[src/rtl/sfd_pkg.sv]
`default_nettype none

package sfd_pkg;

    // widths of the transaction fields
    localparam int BYTE_W    = 8;
    localparam int STATUS_W  = 2;
    localparam int CFG_IDX_W = 3;

    // result status codes
    localparam logic [STATUS_W-1:0] ST_NONE = 2'd0;
    localparam logic [STATUS_W-1:0] ST_OK   = 2'd1;
    localparam logic [STATUS_W-1:0] ST_ERR  = 2'd2;

    // configuration register indexes
    localparam logic [CFG_IDX_W-1:0] REG_SOF     = 3'd0;
    localparam logic [CFG_IDX_W-1:0] REG_EOF     = 3'd1;
    localparam logic [CFG_IDX_W-1:0] REG_ESC     = 3'd2;
    localparam logic [CFG_IDX_W-1:0] REG_MASK    = 3'd3;
    localparam logic [CFG_IDX_W-1:0] REG_MAX_LEN = 3'd4;

    // configuration reset values
    localparam logic [BYTE_W-1:0] SOF_RST     = 8'h7E;
    localparam logic [BYTE_W-1:0] EOF_RST     = 8'h7C;
    localparam logic [BYTE_W-1:0] ESC_RST     = 8'h7D;
    localparam logic [BYTE_W-1:0] MASK_RST    = 8'h20;
    localparam logic [BYTE_W-1:0] MAX_LEN_RST = 8'hFF;

    // crc-8 generator polynomial and top bit
    localparam logic [BYTE_W-1:0] CRC_POLY = 8'h07;
    localparam logic [BYTE_W-1:0] CRC_MSB  = 8'h80;

    // receiver phase, one-hot
    typedef enum logic [4:0] {
        PH_IDLE     = 5'b00001,
        PH_LEN      = 5'b00010,
        PH_PAYLOAD  = 5'b00100,
        PH_CRC      = 5'b01000,
        PH_WAIT_EOF = 5'b10000
    } phase_t;

    // configuration registers as seen by the deframer
    typedef struct packed {
        logic [BYTE_W-1:0] sof_byte;
        logic [BYTE_W-1:0] eof_byte;
        logic [BYTE_W-1:0] esc_byte;
        logic [BYTE_W-1:0] esc_mask;
        logic [BYTE_W-1:0] max_payload_len;
    } cfg_t;

    // one byte of crc-8, msb first
    function automatic logic [BYTE_W-1:0] crc8_byte(
        input logic [BYTE_W-1:0] acc,
        input logic [BYTE_W-1:0] b
    );
        logic [BYTE_W-1:0] c;
        c = acc ^ b;
        for (int k = 0; k < BYTE_W; k++) begin
            if ((c & CRC_MSB) != '0)
            begin
                c = {c[BYTE_W-2:0], 1'b0} ^ CRC_POLY;
            end
            else
            begin
                c = {c[BYTE_W-2:0], 1'b0};
            end
        end
        return c;
    endfunction

endpackage

`default_nettype wire

[src/rtl/sfd_if.sv]
`default_nettype none

// received byte channel
interface sfd_rx_if;
    logic                      valid;
    logic                      ready;
    logic [sfd_pkg::BYTE_W-1:0] rx_byte;

    modport source (output valid, output rx_byte, input ready);
    modport sink   (input valid, input rx_byte, output ready);
endinterface

// decode result channel
interface sfd_res_if;
    logic                        valid;
    logic                        ready;
    logic [sfd_pkg::STATUS_W-1:0] status;
    logic                        byte_valid;
    logic [sfd_pkg::BYTE_W-1:0]   data_byte;
    logic [sfd_pkg::BYTE_W-1:0]   byte_index;

    modport source (output valid, output status, output byte_valid, output data_byte,
                    output byte_index, input ready);
    modport sink   (input valid, input status, input byte_valid, input data_byte,
                    input byte_index, output ready);
endinterface

// configuration write channel
interface sfd_cfg_if;
    logic                         valid;
    logic                         ready;
    logic [sfd_pkg::CFG_IDX_W-1:0] index;
    logic [sfd_pkg::BYTE_W-1:0]    data;

    modport source (output valid, output index, output data, input ready);
    modport sink   (input valid, input index, input data, output ready);
endinterface

`default_nettype wire

[src/rtl/sfd_cfg_regs.sv]
`default_nettype none

module sfd_cfg_regs (
    input  wire logic          clk,
    input  wire logic          rst_n,
    sfd_cfg_if.sink            cfg,
    output sfd_pkg::cfg_t      regs
);

    sfd_pkg::cfg_t regs_reg;

    // writes are always taken
    assign cfg.ready = 1'b1;
    assign regs      = regs_reg;

    // register file, unknown indexes are dropped
    always_ff @(posedge clk or negedge rst_n)
    begin
        if (!rst_n)
        begin
            regs_reg.sof_byte        <= sfd_pkg::SOF_RST;
            regs_reg.eof_byte        <= sfd_pkg::EOF_RST;
            regs_reg.esc_byte        <= sfd_pkg::ESC_RST;
            regs_reg.esc_mask        <= sfd_pkg::MASK_RST;
            regs_reg.max_payload_len <= sfd_pkg::MAX_LEN_RST;
        end
        else if (cfg.valid)
        begin
            unique case (cfg.index)
                sfd_pkg::REG_SOF:     regs_reg.sof_byte        <= cfg.data;
                sfd_pkg::REG_EOF:     regs_reg.eof_byte        <= cfg.data;
                sfd_pkg::REG_ESC:     regs_reg.esc_byte        <= cfg.data;
                sfd_pkg::REG_MASK:    regs_reg.esc_mask        <= cfg.data;
                sfd_pkg::REG_MAX_LEN: regs_reg.max_payload_len <= cfg.data;
                default:              ;
            endcase
        end
    end

endmodule

`default_nettype wire

[src/rtl/sfd_deframer.sv]
`default_nettype none

module sfd_deframer (
    input  wire logic          clk,
    input  wire logic          rst_n,
    input  sfd_pkg::cfg_t      regs,
    sfd_rx_if.sink             rx,
    sfd_res_if.source          res
);

    // input register
    logic                       in_valid_reg;
    logic [sfd_pkg::BYTE_W-1:0] rx_byte_reg;

    // frame state
    sfd_pkg::phase_t            phase_reg, phase_next;
    logic                       escape_pending_reg, escape_pending_next;
    logic [sfd_pkg::BYTE_W-1:0] expected_len_reg, expected_len_next;
    logic [sfd_pkg::BYTE_W-1:0] received_count_reg, received_count_next;
    logic [sfd_pkg::BYTE_W-1:0] crc_accum_reg, crc_accum_next;

    // result register
    logic                         out_valid_reg;
    logic [sfd_pkg::STATUS_W-1:0] status_reg, status_next;
    logic                         byte_valid_reg, byte_valid_next;
    logic [sfd_pkg::BYTE_W-1:0]   data_byte_reg, data_byte_next;
    logic [sfd_pkg::BYTE_W-1:0]   byte_index_reg, byte_index_next;

    logic                       out_free;
    logic                       fire;
    logic                       rx_take;
    logic [sfd_pkg::BYTE_W-1:0] value;
    logic [sfd_pkg::BYTE_W-1:0] count_inc;

    // handshake: input register refills while a result waits
    assign out_free = !out_valid_reg || res.ready;
    assign fire     = in_valid_reg && out_free;
    assign rx.ready = !in_valid_reg || out_free;
    assign rx_take  = rx.valid && rx.ready;

    assign res.valid      = out_valid_reg;
    assign res.status     = status_reg;
    assign res.byte_valid = byte_valid_reg;
    assign res.data_byte  = data_byte_reg;
    assign res.byte_index = byte_index_reg;

    // unescaped byte value and next payload count
    assign value     = escape_pending_reg ? (rx_byte_reg ^ regs.esc_mask) : rx_byte_reg;
    assign count_inc = received_count_reg + 8'd1;

    // decode one byte
    always_comb
    begin
        phase_next          = phase_reg;
        escape_pending_next = escape_pending_reg;
        expected_len_next   = expected_len_reg;
        received_count_next = received_count_reg;
        crc_accum_next      = crc_accum_reg;
        status_next         = sfd_pkg::ST_NONE;
        byte_valid_next     = 1'b0;
        data_byte_next      = '0;
        byte_index_next     = '0;

        priority if (rx_byte_reg == regs.sof_byte)
        begin
            escape_pending_next = 1'b0;
            expected_len_next   = '0;
            received_count_next = '0;
            crc_accum_next      = '0;
            phase_next          = sfd_pkg::PH_LEN;
        end
        else if (phase_reg == sfd_pkg::PH_IDLE)
        begin
            phase_next = sfd_pkg::PH_IDLE;
        end
        else if (rx_byte_reg == regs.eof_byte && !escape_pending_reg)
        begin
            status_next = (phase_reg == sfd_pkg::PH_WAIT_EOF) ? sfd_pkg::ST_OK
                                                              : sfd_pkg::ST_ERR;
            phase_next  = sfd_pkg::PH_IDLE;
        end
        else if (!escape_pending_reg && rx_byte_reg == regs.esc_byte)
        begin
            escape_pending_next = 1'b1;
        end
        else
        begin
            escape_pending_next = 1'b0;
            unique case (phase_reg)
                sfd_pkg::PH_LEN:
                begin
                    expected_len_next = value;
                    if (value > regs.max_payload_len)
                    begin
                        phase_next  = sfd_pkg::PH_IDLE;
                        status_next = sfd_pkg::ST_ERR;
                    end
                    else
                    begin
                        received_count_next = '0;
                        crc_accum_next      = sfd_pkg::crc8_byte('0, value);
                        phase_next          = (value == '0) ? sfd_pkg::PH_CRC
                                                            : sfd_pkg::PH_PAYLOAD;
                    end
                end
                sfd_pkg::PH_PAYLOAD:
                begin
                    byte_valid_next     = 1'b1;
                    data_byte_next      = value;
                    byte_index_next     = received_count_reg;
                    received_count_next = count_inc;
                    crc_accum_next      = sfd_pkg::crc8_byte(crc_accum_reg, value);
                    if (count_inc == expected_len_reg)
                    begin
                        phase_next = sfd_pkg::PH_CRC;
                    end
                end
                sfd_pkg::PH_CRC:
                begin
                    if (value != crc_accum_reg)
                    begin
                        phase_next  = sfd_pkg::PH_IDLE;
                        status_next = sfd_pkg::ST_ERR;
                    end
                    else
                    begin
                        phase_next = sfd_pkg::PH_WAIT_EOF;
                    end
                end
                default:
                begin
                    // extra data after the crc, or a corrupt phase
                    phase_next  = sfd_pkg::PH_IDLE;
                    status_next = sfd_pkg::ST_ERR;
                end
            endcase
        end
    end

    // control registers
    always_ff @(posedge clk or negedge rst_n)
    begin
        if (!rst_n)
        begin
            in_valid_reg       <= 1'b0;
            out_valid_reg      <= 1'b0;
            phase_reg          <= sfd_pkg::PH_IDLE;
            escape_pending_reg <= 1'b0;
            expected_len_reg   <= '0;
            received_count_reg <= '0;
            crc_accum_reg      <= '0;
        end
        else
        begin
            if (rx_take)
            begin
                in_valid_reg <= 1'b1;
            end
            else if (fire)
            begin
                in_valid_reg <= 1'b0;
            end

            if (fire)
            begin
                out_valid_reg <= 1'b1;
            end
            else if (res.ready)
            begin
                out_valid_reg <= 1'b0;
            end

            if (fire)
            begin
                phase_reg          <= phase_next;
                escape_pending_reg <= escape_pending_next;
                expected_len_reg   <= expected_len_next;
                received_count_reg <= received_count_next;
                crc_accum_reg      <= crc_accum_next;
            end
        end
    end

    // payload registers
    always_ff @(posedge clk)
    begin
        if (rx_take)
        begin
            rx_byte_reg <= rx.rx_byte;
        end
        if (fire)
        begin
            status_reg     <= status_next;
            byte_valid_reg <= byte_valid_next;
            data_byte_reg  <= data_byte_next;
            byte_index_reg <= byte_index_next;
        end
    end

`ifndef ASSERT_OFF
    // inside the payload the count stays below the length
    a_count_below_len: assert property (@(posedge clk) disable iff (!rst_n)
        (phase_reg == sfd_pkg::PH_PAYLOAD) |-> (received_count_reg < expected_len_reg))
        else $error("payload count reached frame length");

    // an escape never survives into idle
    a_idle_no_escape: assert property (@(posedge clk) disable iff (!rst_n)
        (phase_reg == sfd_pkg::PH_IDLE) |-> !escape_pending_reg)
        else $error("escape pending while idle");

    // a payload byte only comes from the payload phase and carries no status
    a_byte_from_payload: assert property (@(posedge clk) disable iff (!rst_n)
        (fire && byte_valid_next) |->
            (phase_reg == sfd_pkg::PH_PAYLOAD && status_next == sfd_pkg::ST_NONE))
        else $error("payload byte outside payload phase");

    // a good frame ends in idle
    a_ok_goes_idle: assert property (@(posedge clk) disable iff (!rst_n)
        (fire && status_next == sfd_pkg::ST_OK) |=> (phase_reg == sfd_pkg::PH_IDLE))
        else $error("frame completion did not return to idle");

    // a byte with no free slot is never dropped
    a_no_overrun: assert property (@(posedge clk) disable iff (!rst_n)
        (in_valid_reg && !out_free) |=> (in_valid_reg && $stable(rx_byte_reg)))
        else $error("held input byte lost");
`endif

endmodule

`default_nettype wire

[src/rtl/stuffed_frame_decoder_crc8.sv]
`default_nettype none

// Byte-stuffed frame decoder with CRC-8. Each received byte transaction on rx gives
// exactly one result transaction on res: status (0 nothing, 1 frame good, 2 frame
// error) and, for payload bytes, the unescaped byte with its index in the frame.
// Frames are start marker, length, payload, CRC, end marker; CRC-8 (poly 0x07,
// init 0, msb first) covers length and payload. Markers, escape mask and maximum
// length are set through cfg (0 start, 1 end, 2 escape, 3 mask, 4 max length) and
// should only be written while no byte is in flight. Throughput is one byte per
// clock while res accepts results: an accepted byte is held in the input register,
// decoded from there, CRC update included, and written into the result register,
// from which its result is offered on res. While a result waits on res the input
// register takes at most one more byte, then rx.ready stays low until res accepts.
module stuffed_frame_decoder_crc8 (
    input  wire logic clk,
    input  wire logic rst_n,
    sfd_rx_if.sink    rx,
    sfd_res_if.source res,
    sfd_cfg_if.sink   cfg
);

    sfd_pkg::cfg_t regs;

    // configuration registers
    sfd_cfg_regs u_cfg_regs (
        .clk   (clk),
        .rst_n (rst_n),
        .cfg   (cfg),
        .regs  (regs)
    );

    // deframing datapath
    sfd_deframer u_deframer (
        .clk   (clk),
        .rst_n (rst_n),
        .regs  (regs),
        .rx    (rx),
        .res   (res)
    );

endmodule

`default_nettype wire
[src/flat_wrapper.sv]
// flat-port wrapper written by rule: the top's interface ports become plain ports
module stuffed_frame_decoder_crc8_flat 
  (clk, rst_n, rx_valid, rx_rx_byte, rx_ready, res_valid, res_status, res_byte_valid, res_data_byte, res_byte_index, res_ready, cfg_valid, cfg_index, cfg_data, cfg_ready);
  sfd_rx_if rx_i ();
  sfd_res_if res_i ();
  sfd_cfg_if cfg_i ();
  input  wire logic clk;
  input  wire logic rst_n;
  input wire logic [$bits(rx_i.valid)-1:0] rx_valid;
  input wire logic [$bits(rx_i.rx_byte)-1:0] rx_rx_byte;
  output wire logic [$bits(rx_i.ready)-1:0] rx_ready;
  output wire logic [$bits(res_i.valid)-1:0] res_valid;
  output wire logic [$bits(res_i.status)-1:0] res_status;
  output wire logic [$bits(res_i.byte_valid)-1:0] res_byte_valid;
  output wire logic [$bits(res_i.data_byte)-1:0] res_data_byte;
  output wire logic [$bits(res_i.byte_index)-1:0] res_byte_index;
  input wire logic [$bits(res_i.ready)-1:0] res_ready;
  input wire logic [$bits(cfg_i.valid)-1:0] cfg_valid;
  input wire logic [$bits(cfg_i.index)-1:0] cfg_index;
  input wire logic [$bits(cfg_i.data)-1:0] cfg_data;
  output wire logic [$bits(cfg_i.ready)-1:0] cfg_ready;
  assign rx_i.valid = rx_valid;
  assign rx_i.rx_byte = rx_rx_byte;
  assign rx_ready = rx_i.ready;
  assign res_valid = res_i.valid;
  assign res_status = res_i.status;
  assign res_byte_valid = res_i.byte_valid;
  assign res_data_byte = res_i.data_byte;
  assign res_byte_index = res_i.byte_index;
  assign res_i.ready = res_ready;
  assign cfg_i.valid = cfg_valid;
  assign cfg_i.index = cfg_index;
  assign cfg_i.data = cfg_data;
  assign cfg_ready = cfg_i.ready;
  stuffed_frame_decoder_crc8 u_core (.clk(clk), .rst_n(rst_n), .rx(rx_i), .res(res_i), .cfg(cfg_i));
endmodule
[config.mk]
export PLATFORM = sky130hd
export DESIGN_NAME = stuffed_frame_decoder_crc8_flat
export DESIGN_NICKNAME = d
export VERILOG_FILES = /design/src/rtl/sfd_pkg.sv /design/src/rtl/sfd_if.sv /design/src/rtl/sfd_cfg_regs.sv /design/src/rtl/sfd_deframer.sv /design/src/rtl/stuffed_frame_decoder_crc8.sv /design/src/flat_wrapper.sv
export SDC_FILE = /design/constraint.sdc
export NUM_CORES = 1
export LEC_CHECK = 0
export ABC_AREA = 1
export BUFFER_PORTS_ARGS = -buffer_cell sky130_fd_sc_hd__buf_2
export CORE_ASPECT_RATIO = 0.9
export CORE_MARGIN = 5
export CORE_UTILIZATION = 48
export DETAILED_ROUTE_END_ITERATION = 6
export PLACE_DENSITY = 0.74
export REMOVE_ABC_BUFFERS = 1
export SETUP_SLACK_MARGIN = 0.1
export SLEW_MARGIN = 20
export SYNTH_ARGS = -nofsm -noshare
export SYNTH_HDL_FRONTEND = slang
export SYNTH_HIERARCHICAL = 1
export SYNTH_SLANG_ARGS = --single-unit
[constraint.sdc]
create_clock -name clk -period 6.1 [get_ports clk]
set_input_delay 1.22 -clock clk [delete_from_list [all_inputs] [get_ports clk]]
set_output_delay 1.22 -clock clk [all_outputs]
set_load 0.02 [all_outputs]
Word-level counts from Yosys, hierarchy flattened
Index checks and enable logic that the tools add are counted. W data, S select, Z words.

$lt $le $gt $ge: 1. Multiplexer cells: 135. Add/subtract/negate cells: 1. Bitwise operators: 19. Reduce and logical (&&, ||, !) cells: 27. Equal/unequal tests: 20.

Operator list (number): $mux W8 (93); $mux W3 (16); $not A3 Y3 (16); $eq A8 B8 Y1 (4); $pmux W8 S2 (2); $mux W5 (6); $xor A8 B8 Y8 (2); $pmux W5 S3 (1); $mux W2 (5); $reduce_and A2 Y1 (5); $mux W1 (9); $add A8 B1 Y8 const B (1); $gt A8 B8 Y1 (1); $logic_not A8 Y1 (1); $mux W4 (2); $ne A8 B8 Y1 (1); $eq A3 B2 Y1 const B (2); $ne A2 B2 Y1 const B (3); $pmux W2 S3 (1); $reduce_and A3 Y1 (2); $reduce_and A6 Y1 (1); $reduce_bool A2 Y1 (3); $eq A5 B1 Y1 const B (1); $eq A5 B2 Y1 const B (1); other kinds (18) (24).

Flip-flop bits (word level): 99. Bits of input ports: 24.

Depth between registers and ports, before layout
Word-level depth: 66. Gate-level depth with buffers: 20. Depth with buffers taken out: 17.

Cells and area by module
Netlist, hierarchy kept.

Modules (own cells, without submodules): sfd_deframer (times used 1, cells an instance 571, area an instance 4197.8 sq um); sfd_cfg_regs (times used 1, cells an instance 184, area an instance 1701.6 sq um).

Worst setup path after synthesis
OpenSTA, ideal clock, no wires.

Kind: input to register. From: input port res_ready. To: register u_core/u_deframer/expected_len_reg[4] in the netlist's numbering. Path slack: 3.357 ns. Cell stages on the path: 10. Required time: 6.026 ns. Arrival time: 2.669 ns. Path buffers: 1. Cells stage by stage: inv_1 nand2_1 nand2_1 clkinv_1 nand2_1 nor2_4 o211ai_2 buf_6 nand2_1 o21ai_2.

Cells in the longest elaborated chain, start to end: 3.

RTL lines: start, declared (RTL line flat_wrapper.sv:17) `input wire logic [$bits(res_i.ready)-1:0] res_ready;`; $logic_or A1 B1 Y1 (RTL line sfd_deframer.sv:36) `assign out_free = !out_valid_reg || res.ready;`; $logic_and A1 B1 Y1 (RTL line sfd_deframer.sv:37) `assign fire = in_valid_reg && out_free;`; net u_core.u_deframer.fire (RTL line sfd_deframer.sv:30) `logic fire;`; $reduce_and A5 Y1 (no line); end signal, assigned (RTL line sfd_deframer.sv:177) `expected_len_reg <= expected_len_next;`; end, declared (RTL line sfd_deframer.sv:18) `logic [sfd_pkg::BYTE_W-1:0] expected_len_reg, expected_len_next;`.

The timed path passes the listed nets, and every way through them passes these cells. A chain may end at the register's enable or synchronous reset.

Worst setup path after layout
From: register u_core.u_deframer.escape_pending_reg. To: register u_core/u_deframer/crc_accum_reg[6] in the netlist's numbering.

RTL lines: start, declared (RTL line sfd_deframer.sv:17) `logic escape_pending_reg, escape_pending_next;`; start signal, assigned (RTL line sfd_deframer.sv:176) `escape_pending_reg <= escape_pending_next;`; $mux W8 (RTL line sfd_deframer.sv:48) `assign value = escape_pending_reg ? (rx_byte_reg ^ regs.esc_mask) : rx_byte_reg;`; net u_core.u_deframer.value, one bit (RTL line sfd_deframer.sv:32) `logic [sfd_pkg::BYTE_W-1:0] value;`; $gt A8 B8 Y1 (RTL line sfd_deframer.sv:93) `if (value > regs.max_payload_len)`; $ne A3 B3 Y1 (no line); $reduce_and A6 Y1 (no line); end signal, assigned (RTL line sfd_deframer.sv:179) `crc_accum_reg <= crc_accum_next;`; end, declared (RTL line sfd_deframer.sv:20) `logic [sfd_pkg::BYTE_W-1:0] crc_accum_reg, crc_accum_next;`.

The timed path passes the listed nets, and every way through them passes these cells. The select of a mux whose other input is x is not followed.

==> flow_summary.json <==
{
  "grt_first_pass_wirelength_mm": 23.2,
  "fin_setup_tns_ns": 0,
  "final_area_um2": 6480,
  "outcome": "finished clean",
  "cp_max_fo": 20,
  "n_antenna_cell": 0,
  "firstDrtPassIters": 5,
  "crit_arrival_ns": 3.58,
  "clk_path_buf_depth": 2,
  "placed_cell_area_um2": 6200,
  "max_freq_mhz": 305,
  "cp-startpoint": "u_core/u_deframer/escape_pending_reg$_DFFE_PN0P_",
  "holdPathStages": 2,
  "maxSlewHeadroom_pct": 37.4,
  "fp.dieH_um": 115,
  "power_density_nw_per_um2": 312,
  "synthArstFlopShare_pct": 72.7,
  "synthTopCellsByCount": "nand2_1, nand3_1, inv_1, nor2_1, dfrtp_1",
  "fin_skew_ns": 0.0109,
  "fin_cells": 960,
  "maxCapViolCount": 0,
  "reg2reg_depth": 15,
  "grtUsageTotal_pct": 20.0,
  "fp.dieW_um": 127,
  "final_hold_viol_count": 0,
  "r2r_setup_slack_ns": 2.82,
  "ant_nets": 0,
  "tightestPinTransition_ns": 0.939,
  "yosysTopAreaCell": "dfrtp_1",
  "nNetsFinal": 834,
  "hp-class": "flip-flop to flip-flop",
  "final_layout_size_suffix_gt1_share_pct": 16.6,
  "post_cts_buffers": 0,
  "cts_tree": "yes",
  "drc": 0,
  "postCtsHoldBufs": 0,
  "htreeDepth": 3,
  "avgSynthCellArea_um2": 7.81,
  "post_cts_resized": 0,
  "dieArea_um2": 14600,
  "required_ns": 6.40,
  "dp.cells": 944,
  "num_rows": 38,
  "cp-end-kind": "flip-flop",
  "antenna_found_initial": 0,
  "rr_endpoint": "u_core/u_deframer/crc_accum_reg[6]$_DFFE_PN0P_",
  "synthFlopType": "dfrtp_1",
  "vdd_drop_max_mv": 0.212,
  "r2r_start": "u_core/u_deframer/escape_pending_reg$_DFFE_PN0P_",
  "avgRoutedWirePerCell_um": 14.1,
  "cts_root_buf": "clkbuf_16",
  "final.min_clock_period_ns": 3.28,
  "ys_types": 42,
  "clk_pin_slew_ns": 0.08,
  "fin_crit_sh_pct": 53.8,
  "report.final.slew_viol_count": 0,
  "largest_reg_flops": 40,
  "seq_area_frac_synth_pct": 44.9,
  "grt_max_degree": 73,
  "clock_sinks": 99,
  "finalSetupViolations": 0,
  "worst-setup-path-type": "flip-flop to flip-flop",
  "synth_top_area_share_pct": 19.1,
  "dp_hpwl_mm": 9.70,
  "rsz0062_at_grt": "no",
  "design.core.area_um2": 12000,
  "ios": 46,
  "start_util_pct": 49.0,
  "gp_congestion": 0.862,
  "synth_edf_count": 27,
  "grt-ovfl-total": 0,
  "port_buffers": 44,
  "cts_made_buffers": 9,
  "ys_warn_count": 6,
  "yosys-top-cells-area": "dfrtp_1, nand2_1, edfxtp_1",
  "drt-initial-drc-count": 486,
  "drt_wl_total_mm": 13.5,
  "start_kind": "flip-flop",
  "viasPerCell": 5.18,
  "synth_area_um2": 5900,
  "grt_pass1_vias": 4623,
  "p_leak_nw": 3.26,
  "ys_ff_latch": 99,
  "holdPathEnd": "u_core/u_cfg_regs/regs[6]$_DFFE_PN1P_",
  "insertion_delay_ns": 0.36,
  "vias": 4972,
  "area_growth_pct": 9.90,
  "hold_start": "u_core/u_cfg_regs/regs[6]$_DFFE_PN1P_",
  "synth_most_common_cell": "nand2_1",
  "synthCells": 755
}
## routing by layer
| layer | global-route usage, % | share of wire [%] | vias up |
|---|---|---|---|
| met5 | 0 | 0 | - |
| met4 | 5.79 | 1.1 | 0 |
| met3 | 3.76 | 6.9 | 12 |
| met2 | 30.9 | 45 | 166 |
| met1 | 28.8 | 47 | 2310 |
| li1 | - | - | 2484 |
## stage by stage
stage | hold slack, ns | util, % | setup slack [ns] | power [mW]
after CTS | 0.466 | 53.9 | 2.84 | 2.03
after detailed placement | 0.454 | 51.5 | 2.47 | 1.47
after floorplan | 0.442 | - | 3.20 | 1.31
after global routing | 0.482 | 53.9 | 2.45 | 2.16
after global placement | 0.452 | 51.5 | 2.54 | 1.45
final | 0.465 | 53.9 | 2.82 | 2.02
## report_power, final
group	switching [mW]	total, mW	internal, mW
Combinational	0.377	0.585	0.209
Clock	0.275	0.559	0.284
Sequential	0.0796	0.878	0.799
## kinds of logic (layout without fill, tap and decap cells)
kind of cell / after synthesis / count (layout) / share of synthesized area [%]
AO/OA/AOI/OAI: 44 / 44 / 4.92
XOR/XNOR: 32 / 32 / 4.75
flip-flops: 99 / 99 / 44.9
other: 1 / 1 / 0.0636
buffers and inverters: 92 / 137 / 7.00
AND/OR/NAND/NOR: 472 / 472 / 35.2
adder cells (fa/ha/maj): 15 / 15 / 3.18
## cells in the final DEF, fill, tap and decap left out, types with 4 or more instances in the layout
master,Yosys,final
a21oi_1,9,9
buf_2,3,44
clkbuf_16,0,9
dfrtp_1,45,45
dfstp_2,27,27
edfxtp_1,27,27
ha_1,15,15
inv_1,67,67
inv_2,6,6
nand2_1,291,291
nand2_2,5,5
nand3_1,89,89
nand3b_1,4,4
nand4_1,7,7
nor2_1,48,48
nor2_4,6,6
nor3_1,4,4
o21ai_0,12,12
o21ai_2,12,12
or2_2,4,4
xnor2_1,14,14
xor2_1,18,18
## layout make-up
type,count,area (um2)
inverters,76,285
clock inverters,7,58.8
fillers,1132,5550
repair buffers,45,228
clock buffers,9,225
flip-flops and latches,99,2650
well taps,160,200
multi-input cells,564,2840
## worst max-delay path, cell delays in order (launching register included)
cell and delay [ns]:
dfrtp_1 0.78, nand2_1 0.10, nand2_1 0.08, nand2_1 0.28, ha_1 0.41, a21oi_1 0.15, nand2_1 0.08, nand2_1 0.05
nand2_1 0.06, nand2_1 0.05, nand2_1 0.08, nand3_1 0.10, nand3_2 0.42, inv_2 0.37, nand3_1 0.12, nand2_1 0.08
## how the worst max path moves through the flow
stage               slack (ns)                                                  end  cells after the start
floorplan                 3.20       u_core/u_deframer/crc_accum_reg[1]$_DFFE_PN0P_                     10
global placement          2.54       u_core/u_deframer/crc_accum_reg[1]$_DFFE_PN0P_                     11
detailed placement        2.47       u_core/u_deframer/crc_accum_reg[6]$_DFFE_PN0P_                     11
CTS                       2.84       u_core/u_deframer/crc_accum_reg[6]$_DFFE_PN0P_                     17
global route              2.45  u_core/u_deframer/received_count_reg[4]$_DFFE_PN0P_                     15
finish                    2.82       u_core/u_deframer/crc_accum_reg[6]$_DFFE_PN0P_                     15
No activity file was read; power rests on OpenSTA's default activity.
